`src/rtl/mtep_pkg.sv`:
```
`timescale 1ns / 1ps
// ----------------------------------------------------------------------------
// mtep_pkg
// Types, codes and helpers shared by the track event parser modules.
// ----------------------------------------------------------------------------
package mtep_pkg;

   localparam int unsigned LEN_W = 28;
   localparam logic [LEN_W-1:0] LEN_MAX = 28'hFFF_FFFF;

   localparam logic [7:0] ST_META    = 8'hFF;
   localparam logic [7:0] ST_SYSEX   = 8'hF0;
   localparam logic [7:0] ST_ESCAPE  = 8'hF7;
   localparam logic [7:0] META_EOT   = 8'h2F;
   localparam logic [3:0] CMD_PROG   = 4'hC;
   localparam logic [3:0] CMD_CHPRES = 4'hD;
   localparam logic [3:0] SYS_NIBBLE = 4'hF;

   localparam logic [2:0] KIND_CHAN    = 3'd0;
   localparam logic [2:0] KIND_META    = 3'd1;
   localparam logic [2:0] KIND_SYSEX   = 3'd2;
   localparam logic [2:0] KIND_PAYLOAD = 3'd3;
   localparam logic [2:0] KIND_EOT     = 3'd4;

   typedef struct packed {
      logic [7:0] in_byte;
      logic       track_start;
   } req_type;

   typedef struct packed {
      logic [2:0]       kind;
      logic [LEN_W-1:0] delta_time;
      logic [7:0]       status;
      logic [3:0]       channel;
      logic [6:0]       data_first;
      logic [6:0]       data_second;
      logic [7:0]       meta_type;
      logic [LEN_W-1:0] payload_length;
      logic [7:0]       payload_byte;
      logic             last;
      logic             error;
   } rsp_type;

   // classified byte as it travels from front to back
   typedef struct packed {
      logic [7:0] in_byte;
      logic       track_start;
      logic       is_status;
      logic       is_meta;
      logic       is_sysex;
      logic       is_sys_other;
      logic       is_eot_type;
   } entry_type;

   // variable-length quantity step, saturating at LEN_MAX
   function automatic logic [LEN_W-1:0] vlq_add(logic [LEN_W-1:0] acc, logic [7:0] b);
      logic [LEN_W-1:0] res;
      if (acc[LEN_W-1:LEN_W-7] != 7'd0) begin
         res = LEN_MAX;
      end else begin
         res = {acc[LEN_W-8:0], b[6:0]};
      end
      return res;
   endfunction

endpackage

```
`src/rtl/mtep_front.sv`:
```
`timescale 1ns / 1ps
// ----------------------------------------------------------------------------
// mtep_front
// Classifies incoming track bytes and holds them in a two-entry queue.
// ----------------------------------------------------------------------------
module mtep_front
   import mtep_pkg::*;
(
   input  logic      clock,
   input  logic      reset,
   input  logic      req_valid,
   output logic      req_stall,
   input  req_type   req_payload,
   output logic      head_valid,
   output entry_type head,
   input  logic      head_pop
);

   entry_type  q_ff [2];
   entry_type  q_in;
   logic       wr_ptr_ff, wr_ptr_in;
   logic       rd_ptr_ff, rd_ptr_in;
   logic [1:0] count_ff, count_in;
   logic       push, pop;
   entry_type  cls;

   always_comb begin
      cls.in_byte      = req_payload.in_byte;
      cls.track_start  = req_payload.track_start;
      cls.is_status    = req_payload.in_byte[7];
      cls.is_meta      = (req_payload.in_byte == ST_META);
      cls.is_sysex     = (req_payload.in_byte == ST_SYSEX) ||
                         (req_payload.in_byte == ST_ESCAPE);
      cls.is_sys_other = (req_payload.in_byte[7:4] == SYS_NIBBLE) &&
                         !cls.is_meta && !cls.is_sysex;
      cls.is_eot_type  = (req_payload.in_byte == META_EOT);
   end

   assign req_stall  = (count_ff == 2'd2);
   assign push       = req_valid && !req_stall;
   assign head_valid = (count_ff != 2'd0);
   assign pop        = head_valid && head_pop;
   assign head       = q_ff[rd_ptr_ff];
   assign q_in       = cls;

   always_comb begin
      wr_ptr_in = push ? ~wr_ptr_ff : wr_ptr_ff;
      rd_ptr_in = pop ? ~rd_ptr_ff : rd_ptr_ff;
      count_in  = count_ff + {1'b0, push} - {1'b0, pop};
   end

   always_ff @(posedge clock) begin
      if (reset) begin
         wr_ptr_ff <= 1'b0;
         rd_ptr_ff <= 1'b0;
         count_ff  <= 2'd0;
      end else begin
         wr_ptr_ff <= wr_ptr_in;
         rd_ptr_ff <= rd_ptr_in;
         count_ff  <= count_in;
      end
   end

   always_ff @(posedge clock) begin
      if (push) begin
         q_ff[wr_ptr_ff] <= q_in;
      end
   end

   a_count_range: assert property (@(posedge clock) disable iff (reset)
      count_ff != 2'd3) else $error("queue count out of range");

   a_ptr_match: assert property (@(posedge clock) disable iff (reset)
      (count_ff == 2'd0 || count_ff == 2'd2) |-> (wr_ptr_ff == rd_ptr_ff))
      else $error("queue pointers inconsistent with count");

   a_push_room: assert property (@(posedge clock) disable iff (reset)
      push |=> (count_ff != 2'd0)) else $error("pushed entry lost");

endmodule

```
`src/rtl/mtep_back.sv`:
```
`timescale 1ns / 1ps
// ----------------------------------------------------------------------------
// mtep_back
// Track event state machine: decodes deltas, status, lengths and payload,
// and drives the result register.
// ----------------------------------------------------------------------------
module mtep_back
   import mtep_pkg::*;
(
   input  logic      clock,
   input  logic      reset,
   input  logic      head_valid,
   input  entry_type head,
   output logic      head_pop,
   output logic      rsp_valid,
   input  logic      rsp_stall,
   output rsp_type   rsp_payload
);

   typedef enum logic [3:0] {
      PH_DELTA, PH_STATUS, PH_DATA1, PH_DATA2, PH_MTYPE,
      PH_MLEN, PH_SLEN, PH_MPAY, PH_SPAY, PH_DONE
   } phase_type;

   phase_type        phase_ff, phase_in, phase_cur;
   logic [LEN_W-1:0] delta_ff, delta_in, delta_cur;
   logic [7:0]       rs_ff, rs_in, rs_cur;
   logic [7:0]       mtype_ff, mtype_in, mtype_cur;
   logic [LEN_W-1:0] len_ff, len_in, len_cur;
   logic [LEN_W-1:0] rem_ff, rem_in, rem_cur;
   logic [6:0]       first_ff, first_in, first_cur;
   logic             eot_ff, eot_in, eot_cur;
   logic             rsp_valid_ff, rsp_valid_in;
   rsp_type          rsp_ff, rsp_in;

   logic             take;
   logic             emit;
   logic             one_data;
   logic [LEN_W-1:0] len_new;
   logic [LEN_W-1:0] rem_dec;
   logic             is_meta_ph;
   logic [7:0]       b;

   assign head_pop    = !rsp_valid_ff || !rsp_stall;
   assign take        = head_valid && head_pop;
   assign rsp_valid   = rsp_valid_ff;
   assign rsp_payload = rsp_ff;
   assign b           = head.in_byte;

   always_comb begin
      if (head.track_start) begin
         phase_cur = PH_DELTA;
         delta_cur = '0;
         rs_cur    = 8'd0;
         mtype_cur = 8'd0;
         len_cur   = '0;
         rem_cur   = '0;
         first_cur = 7'd0;
         eot_cur   = 1'b0;
      end else begin
         phase_cur = phase_ff;
         delta_cur = delta_ff;
         rs_cur    = rs_ff;
         mtype_cur = mtype_ff;
         len_cur   = len_ff;
         rem_cur   = rem_ff;
         first_cur = first_ff;
         eot_cur   = eot_ff;
      end
   end

   always_comb begin
      phase_in   = phase_cur;
      delta_in   = delta_cur;
      rs_in      = rs_cur;
      mtype_in   = mtype_cur;
      len_in     = len_cur;
      rem_in     = rem_cur;
      first_in   = first_cur;
      eot_in     = eot_cur;
      emit       = 1'b0;
      rsp_in     = '0;
      rsp_in.delta_time = delta_cur;
      one_data   = (rs_cur[7:4] == CMD_PROG) || (rs_cur[7:4] == CMD_CHPRES);
      len_new    = vlq_add(len_cur, b);
      rem_dec    = (rem_cur != '0) ? rem_cur - 1'b1 : rem_cur;
      is_meta_ph = (phase_cur == PH_MLEN) || (phase_cur == PH_MPAY);

      unique case (phase_cur)
         PH_DELTA: begin
            delta_in = vlq_add(delta_cur, b);
            if (!b[7]) begin
               phase_in = PH_STATUS;
            end
         end
         PH_STATUS, PH_DATA1: begin
            if (phase_cur == PH_STATUS && head.is_status) begin
               if (head.is_meta) begin
                  rs_in    = 8'd0;
                  phase_in = PH_MTYPE;
               end else if (head.is_sysex) begin
                  rs_in    = 8'd0;
                  mtype_in = b;
                  len_in   = '0;
                  phase_in = PH_SLEN;
               end else if (head.is_sys_other) begin
                  rs_in    = 8'd0;
                  phase_in = PH_DELTA;
                  delta_in = '0;
               end else begin
                  rs_in    = b;
                  phase_in = PH_DATA1;
               end
            end else if (phase_cur == PH_STATUS && rs_cur == 8'd0) begin
               emit               = 1'b1;
               rsp_in.kind        = KIND_CHAN;
               rsp_in.data_first  = b[6:0];
               rsp_in.last        = 1'b1;
               rsp_in.error       = 1'b1;
               phase_in           = PH_DELTA;
               delta_in           = '0;
            end else begin
               first_in = b[6:0];
               if (one_data) begin
                  emit              = 1'b1;
                  rsp_in.kind       = KIND_CHAN;
                  rsp_in.status     = {rs_cur[7:4], 4'h0};
                  rsp_in.channel    = rs_cur[3:0];
                  rsp_in.data_first = b[6:0];
                  rsp_in.last       = 1'b1;
                  phase_in          = PH_DELTA;
                  delta_in          = '0;
               end else begin
                  phase_in = PH_DATA2;
               end
            end
         end
         PH_DATA2: begin
            emit               = 1'b1;
            rsp_in.kind        = KIND_CHAN;
            rsp_in.status      = {rs_cur[7:4], 4'h0};
            rsp_in.channel     = rs_cur[3:0];
            rsp_in.data_first  = first_cur;
            rsp_in.data_second = b[6:0];
            rsp_in.last        = 1'b1;
            phase_in           = PH_DELTA;
            delta_in           = '0;
         end
         PH_MTYPE: begin
            mtype_in = b;
            eot_in   = head.is_eot_type;
            len_in   = '0;
            phase_in = PH_MLEN;
         end
         PH_MLEN, PH_SLEN: begin
            len_in = len_new;
            if (!b[7]) begin
               emit                  = 1'b1;
               rsp_in.payload_length = len_new;
               rsp_in.last           = (len_new == '0);
               if (is_meta_ph) begin
                  rsp_in.kind      = eot_cur ? KIND_EOT : KIND_META;
                  rsp_in.status    = ST_META;
                  rsp_in.meta_type = mtype_cur;
               end else begin
                  rsp_in.kind   = KIND_SYSEX;
                  rsp_in.status = mtype_cur;
               end
               if (len_new == '0) begin
                  if (is_meta_ph && eot_cur) begin
                     phase_in = PH_DONE;
                  end else begin
                     phase_in = PH_DELTA;
                     delta_in = '0;
                  end
               end else begin
                  rem_in   = len_new;
                  phase_in = is_meta_ph ? PH_MPAY : PH_SPAY;
               end
            end
         end
         PH_MPAY, PH_SPAY: begin
            rem_in                = rem_dec;
            emit                  = 1'b1;
            rsp_in.kind           = KIND_PAYLOAD;
            rsp_in.payload_length = len_cur;
            rsp_in.payload_byte   = b;
            rsp_in.last           = (rem_dec == '0);
            if (is_meta_ph) begin
               rsp_in.status    = ST_META;
               rsp_in.meta_type = mtype_cur;
            end else begin
               rsp_in.status = mtype_cur;
            end
            if (rem_dec == '0) begin
               if (is_meta_ph && eot_cur) begin
                  phase_in = PH_DONE;
               end else begin
                  phase_in = PH_DELTA;
                  delta_in = '0;
               end
            end
         end
         PH_DONE: begin
         end
         default: begin
         end
      endcase

      rsp_valid_in = take ? emit : (rsp_valid_ff && rsp_stall);
   end

   always_ff @(posedge clock) begin
      if (reset) begin
         phase_ff     <= PH_DELTA;
         delta_ff     <= '0;
         rs_ff        <= 8'd0;
         mtype_ff     <= 8'd0;
         len_ff       <= '0;
         rem_ff       <= '0;
         first_ff     <= 7'd0;
         eot_ff       <= 1'b0;
         rsp_valid_ff <= 1'b0;
         rsp_ff       <= '0;
      end else begin
         rsp_valid_ff <= rsp_valid_in;
         if (take) begin
            phase_ff <= phase_in;
            delta_ff <= delta_in;
            rs_ff    <= rs_in;
            mtype_ff <= mtype_in;
            len_ff   <= len_in;
            rem_ff   <= rem_in;
            first_ff <= first_in;
            eot_ff   <= eot_in;
         end
         if (take && emit) begin
            rsp_ff <= rsp_in;
         end
      end
   end

   a_pay_remaining: assert property (@(posedge clock) disable iff (reset)
      (phase_ff == PH_MPAY || phase_ff == PH_SPAY) |-> (rem_ff != '0))
      else $error("payload phase with nothing remaining");

   a_data2_status: assert property (@(posedge clock) disable iff (reset)
      (phase_ff == PH_DATA2) |-> rs_ff[7])
      else $error("second data byte expected without running status");

   a_eot_done: assert property (@(posedge clock) disable iff (reset)
      (take && emit && rsp_in.last && (rsp_in.kind == KIND_EOT ||
       (rsp_in.kind == KIND_PAYLOAD && rsp_in.status == ST_META && eot_cur)))
      |=> (phase_ff == PH_DONE))
      else $error("end of track did not stop parsing");

   a_error_shape: assert property (@(posedge clock) disable iff (reset)
      (rsp_valid_ff && rsp_ff.error) |->
      (rsp_ff.status == 8'd0 && rsp_ff.last && rsp_ff.kind == KIND_CHAN))
      else $error("malformed orphan data result");

endmodule

```
`src/rtl/midi_track_event_parser_top.sv`:
```
`timescale 1ns / 1ps
// ----------------------------------------------------------------------------
// midi_track_event_parser_top
// Standard MIDI file track body parser: one byte per request, at most one
// result per byte.
// ----------------------------------------------------------------------------
// Bytes of a track body enter one per request and are classified into a
// two-entry queue; the event state machine takes one queued byte per cycle
// and loads the result register. Throughput is one byte per clock when the
// result side does not stall. A byte that yields a result is written into
// the queue and then loaded into the result register, which drives
// rsp_valid. Bytes that yield no result (delta bytes, status, meta type,
// length bytes but the last) are consumed silently; set track_start on the
// first byte of a new track.
module midi_track_event_parser_top
   import mtep_pkg::*;
(
   input  logic    clock,
   input  logic    reset,
   input  logic    req_valid,
   output logic    req_stall,
   input  req_type req_payload,
   output logic    rsp_valid,
   input  logic    rsp_stall,
   output rsp_type rsp_payload
);

   logic      head_valid;
   logic      head_pop;
   entry_type head;

   mtep_front u_front (
      .clock       (clock),
      .reset       (reset),
      .req_valid   (req_valid),
      .req_stall   (req_stall),
      .req_payload (req_payload),
      .head_valid  (head_valid),
      .head        (head),
      .head_pop    (head_pop)
   );

   mtep_back u_back (
      .clock       (clock),
      .reset       (reset),
      .head_valid  (head_valid),
      .head        (head),
      .head_pop    (head_pop),
      .rsp_valid   (rsp_valid),
      .rsp_stall   (rsp_stall),
      .rsp_payload (rsp_payload)
   );

endmodule
```
`config.mk`:
```
export PLATFORM = sky130hd
export DESIGN_NAME = midi_track_event_parser_top
export DESIGN_NICKNAME = d
export VERILOG_FILES = /design/src/rtl/mtep_pkg.sv /design/src/rtl/mtep_front.sv /design/src/rtl/mtep_back.sv /design/src/rtl/midi_track_event_parser_top.sv
export SDC_FILE = /design/constraint.sdc
export NUM_CORES = 1
export LEC_CHECK = 0
export BUFFER_PORTS_ARGS = -buffer_cell sky130_fd_sc_hd__buf_2
export CAP_MARGIN = 5
export CORE_UTILIZATION = 45
export DETAILED_ROUTE_END_ITERATION = 7
export GPL_TIMING_DRIVEN = 0
export MAX_ROUTING_LAYER = met4
export SLEW_MARGIN = 40
export SYNTH_ARGS = -nofsm -noshare
export SYNTH_HDL_FRONTEND = slang
export SYNTH_SLANG_ARGS = --single-unit
```
`constraint.sdc`:
```
create_clock -name clock -period 11.7 [get_ports clock]
set_input_delay 1.17 -clock clock [delete_from_list [all_inputs] [get_ports clock]]
set_output_delay 1.17 -clock clock [all_outputs]
set_load 0.02 [all_outputs]
```
---- Yosys cells after proc, flatten, opt, wreduce, memory -nomap -nowiden ----
Memory sizes are Yosys's and may differ from the RTL's. A register that Yosys moved wholly into a read port is not among the register bits.
Index checks and enable logic that the tools add are counted.
storage, ports and cells
  flip-flop bits (word level) ............. 220
  input port bits ......................... 13
  output and inout bits ................... 105
  memories ................................ 1
  logic and storage cells ................. 162
  RAM bits ................................ 28
memories
  name          words  bits a word  read ports  clocked after Yosys merged registers in  wr ports  line              source
  u_front.q_ff  2      14           1           1                                        1         mtep_front.sv:19  entry_type q_ff [2];
cells by class
  reduce and logical (&&, ||, !) cells .... 30
  equal/unequal tests ..................... 16
  muxes and demuxes ....................... 87
  add/sub/neg operators ................... 3
  bitwise operators ....................... 2
operator list
  cell                   number
  $mux 28                21
  $pmux 28 s5            1
  $mux 8                 14
  $pmux 28 s3            1
  $pmux 36 s2            1
  $logic_not 28->1       2
  $pmux 28 s2            1
  $mux 4                 11
  $mux 7                 6
  $mux 19                2
  $mux 36                1
  $pmux 8 s4             1
  $reduce_bool 28->1     1
  $sub 28x1->28 const B  1
  $eq 8x8->1 const B     3
  $pmux 4 s6             1
  $pmux 11 s2            1
  $eq 4x3->1 const B     4
  $eq 4x4->1 const B     4
  $pmux 8 s2             1
  $mux 1                 14
  $reduce_bool 7->1      2
  $mux 12                1
  $logic_and 1x1->1      9
  other kinds (19)       34

---- Logic depth before layout (Yosys ltp) ----
  depth in word-level cells ............... 8
  depth in mapped cells ................... 23
  depth with buffers taken out ............ 12

---- Hierarchy ----
Synthesis repeated with hierarchy kept, for this count alone.
unflattened totals
  cells, all modules ...................... 1447
  area, all modules ....................... 11449.7 um^2
by module, submodules not included
  module      seq. area each (um^2)  times used  area each (um^2)  cells each
  mtep_back   4324.1                 1           10214.8           1368
  mtep_front  880.8                  1           1234.9            79

---- Least setup slack after synthesis ----
OpenSTA, ideal clock, no wires.
  kind .................................... register to register
  start point ............................. register with a tool-made name
  end point ............................... register u_back.delta_ff[3]
  setup slack ............................. 5634 ps
  cell stages (with the launch flop) ...... 24
  library setup time ...................... 117 ps
  data required time ...................... 11583 ps
  buffers on the path ..................... 11
  period minus slack after synthesis ...... 6066 ps
  arrival ................................. 5949 ps
  path through ............................ dfxtp_1 -> clkbuf_1 -> mux2i_1 -> clkbuf_1 -> buf_2 -> buf_1 -> buf_2 -> buf_1 -> buf_1 -> clkbuf_1 -> buf_1 -> nand2_1 -> ha_1 -> and3_1 -> clkbuf_1 -> a221oi_2 -> and3_1 -> o32a_1 -> nand4_1 -> or4b_4 -> o41ai_4 -> a31oi_4 -> buf_6 -> a22o_1
RTL lines
  what                  line              source
  to (signal assigned)  mtep_back.sv:229  delta_ff <= delta_in;
  to (decl)             mtep_back.sv:26   logic [LEN_W-1:0] delta_ff, delta_in, delta_cur;

==> results.py <==
metrics = {
    "sta": {
        "setup_viol": 0,
        "max_freq_mhz": 108,
        "finalCritPeriodShare": 0.791,
        "finalHoldViolations": 0,
        "min_period_ns": 9.25,
        "finalMaxSlewViolations": 0,
        "rsz0062_at_grt": "false",
        "slew_headroom": 0.392,
        "tightestPinTransition_ns": 0.912,
        "whs_ns": 0.449,
        "tns_ns": 0,
        "skew_ns": 0.0148,
    },
    "clock_network": {
        "holdBufCountCts": 0,
        "path_clk_slew_ns": 0.06,
        "clock_sinks": 247,
        "clockBufferDepth": 3,
        "clk-insertion-delay-late_ns": 0.56,
        "cts_tree": "done",
        "root_buffer": "clkbuf_16",
        "post_cts_buffers": 0,
        "cts_buffers": 27,
        "htreeDepth": 1,
        "cts_resized": 0,
    },
    "global_route": {
        "antenna_found_initial": 1,
        "grtUsageTotal": 0.337,
        "grt_max_degree": 15,
        "grt_pass1_wl_mm": 65.6,
        "grt_overflow": 0,
        "grt_pass1_vias": 10786,
    },
    "worst_setup_path": {
        "path_cells": "clkbuf_1 > mux2i_1 > clkbuf_1 > buf_2 > buf_1 > buf_2 > buf_1 > buf_1 > clkbuf_1 > buf_1 > nand2_1 > ha_1 > and3_1 > clkbuf_1 > a221oi_2 > and3_1 > o32a_1 > nand4_1 > or4b_4 > o41ai_4 > a31oi_4 > buf_6 > a22o_1",
        "worst-setup-path-type": "reg -> reg",
        "cp_slowest_stage_delay_ns": 0.72,
        "cp_max_fo": 10,
        "startpoint_type": "flop",
        "crit_family": "buffers and inverters",
        "path_buf_inv": 11,
        "required_ns": 12.14,
        "cp.arrival_ns": 9.69,
        "cpMaxStageDelayCell": "a221oi_2",
        "critPathCaptureType": "flop",
        "r2r_slack_ns": 2.45,
    },
    "placed_design": {
        "io_buffers": 117,
        "dpl.hpwl_mm": 32.0,
        "gp_congestion": 0.981,
    },
    "finish": {
        "most-common-layout-cells": "dfxtp_1 (221), nand2_1 (190), nor2_1 (177)",
        "fin_nets": 1574,
        "final_common_cell": "dfxtp_1",
        "drive_above_1_share": 0.141,
        "area_growth_pct": 17.3,
    },
    "floorplan": {
        "start_util": 0.459,
        "die_x_um": 163,
        "rows": 58,
        "fp.dieArea_um2": 26400,
        "fp.dieH_um": 163,
        "core-area_um2": 25300,
        "ios": 118,
    },
    "min_path": {
        "min_path_type": "reg -> reg",
    },
    "detailed_routing": {
        "dr.pass1.iters": 6,
        "wl_mm": 43.5,
        "ant_nets": 0,
        "drtIter0Drc": 1290,
        "route.detailed.drc": 0,
        "wire_per_inst_um": 22.8,
        "routed_via_density": 6.16,
        "num_vias": 11759,
    },
    "synth": {
        "synth_cells": 1410,
        "ys_async_sr_fraction": 0,
        "postSynthAreaPerCell_um2": 8.22,
        "synth_ff_type": "dfxtp_1",
        "ys_ff_latch": 247,
        "synth_area_leaders": "dfxtp_1 (38%), edfxtp_1 (6.7%), nand2_1 (6.2%), a21oi_1 (6.0%), nor2_1 (5.8%)",
        "synth_top_area_cell": "dfxtp_1",
        "ys_seq_area_frac": 0.449,
        "ys_types": 82,
        "syn_area_um2": 11600,
        "synth_enable_flop_cells": 26,
        "syn_nets": 1427,
        "yosys.area.top_type_share": 0.382,
        "ys_warn_count": 0,
    },
    "run": {
        "maxCapViolCount": 0,
    },
    "outcome": {
        "status": "finished, final reports clean",
    },
    "pwr": {
        "powerDensity_nw_per_um2": 224,
        "p_leak_nw": 5.08,
        "ir_worst_vdd_mv": 0.159,
    },
}
## sequential cells by signal, summed over array words and instances (netlist names), named ones only
signal / cells
u_back.delta_ff: 28
u_back.eot_ff: 1
u_back.first_ff: 7
u_back.len_ff: 28
u_back.mtype_ff: 8
u_back.phase_ff: 4
u_back.rem_ff: 28
u_back.rs_ff: 8
u_back.rsp_payload: 103
u_back.rsp_valid: 1
u_front.count_ff: 2
u_front.q_ff: 26
u_front.rd_ptr_ff: 1
u_front.wr_ptr_ff: 1
## worst paths after layout
kind                                              from                endpoint  depth (start not counted)
worst max register to register                    flop     u_back.delta_ff[18]                         23
worst max-delay path                              flop     u_back.delta_ff[18]                         23
worst min register to register  u_back.rsp_payload[49]  u_back.rsp_payload[49]                          2
worst min-delay path            u_back.rsp_payload[49]  u_back.rsp_payload[49]                          2
## layer usage
| layer | part of all wire | global-route usage | up-vias |
|---|---|---|---|
| li1 | - | - | 5442 |
| met1 | 0.46 | 0.475 | 5702 |
| met2 | 0.44 | 0.494 | 539 |
| met3 | 0.088 | 0.0644 | 76 |
| met4 | 0.019 | 0.0780 | 0 |
| met5 | 0 | - | - |
## cell families after synthesis
kind of cell / Yosys count / share of synthesized area
adders and majority gates: 4 / 0.00432
and+or+nand+nor: 599 / 0.238
AOI/OAI and AO/OA: 400 / 0.237
muxes: 20 / 0.0187
DFF: 247 / 0.449
xor gates and xnor gates: 9 / 0.00680
buffers and inverters: 131 / 0.0462
## area by class of cell
cell class              instances  area [µm²]
fillers                      2512       11600
well taps                     330         413
plain buffers                 121         499
clock inverters                10         143
diodes                          1        2.50
flip-flops and latches        247        5200
clock buffers                  40         816
multi-input cells            1032        5900
inverters                      10        37.5
repair buffers                118         591
## stage by stage
stage	std cells	worst slack, ns	util	cell area [µm²]	total power (W)
2_1_floorplan	1410	5.63	-	11600	0.00173
3_3_place_gp	1857	2.73	0.499	12600	0.00211
3_5_place_dp	1858	2.76	0.500	12600	0.00211
4_1_cts	1908	2.75	0.538	13600	0.00302
5_1_grt	1909	2.20	0.539	13600	0.00317
6_report	1909	2.45	0.539	13600	0.00305
## Yosys cell counts (8+ instances only)
cell      instances
a211oi_1         13
a21oi_1         139
a221oi_1         19
a22o_1           25
a22oi_1          70
a311oi_1         14
and2_1           10
buf_1            13
buf_2            11
clkbuf_1         93
dfxtp_1         221
edfxtp_1         26
inv_1             9
mux2_2            9
mux2i_1          10
nand2_1         190
nand2b_1         14
nand3_1          71
nand4_1           8
nor2_1          179
nor3_1           56
nor4_1           17
o21ai_0          43
or3_1             8
or4_1            11
## report_power, final
group | internal [W] | switching [W]
logic | 0.000339 | 0.000822
registers | 0.000928 | 0.0000548
clock network | 0.000550 | 0.000359
total | 0.00182 | 0.00124
## worst register-to-register path, delay by kind of cell, from the launching register on
kind / cells / cell delay, ns
muxes: 1 / 0.40
DFF: 1 / 0.31
AOI/OAI and AO/OA: 5 / 1.86
and+or+nand+nor: 5 / 1.31
adders and majority gates: 1 / 0.30
buffers and inverters: 11 / 4.95
(Power assumes the default switching activity.)
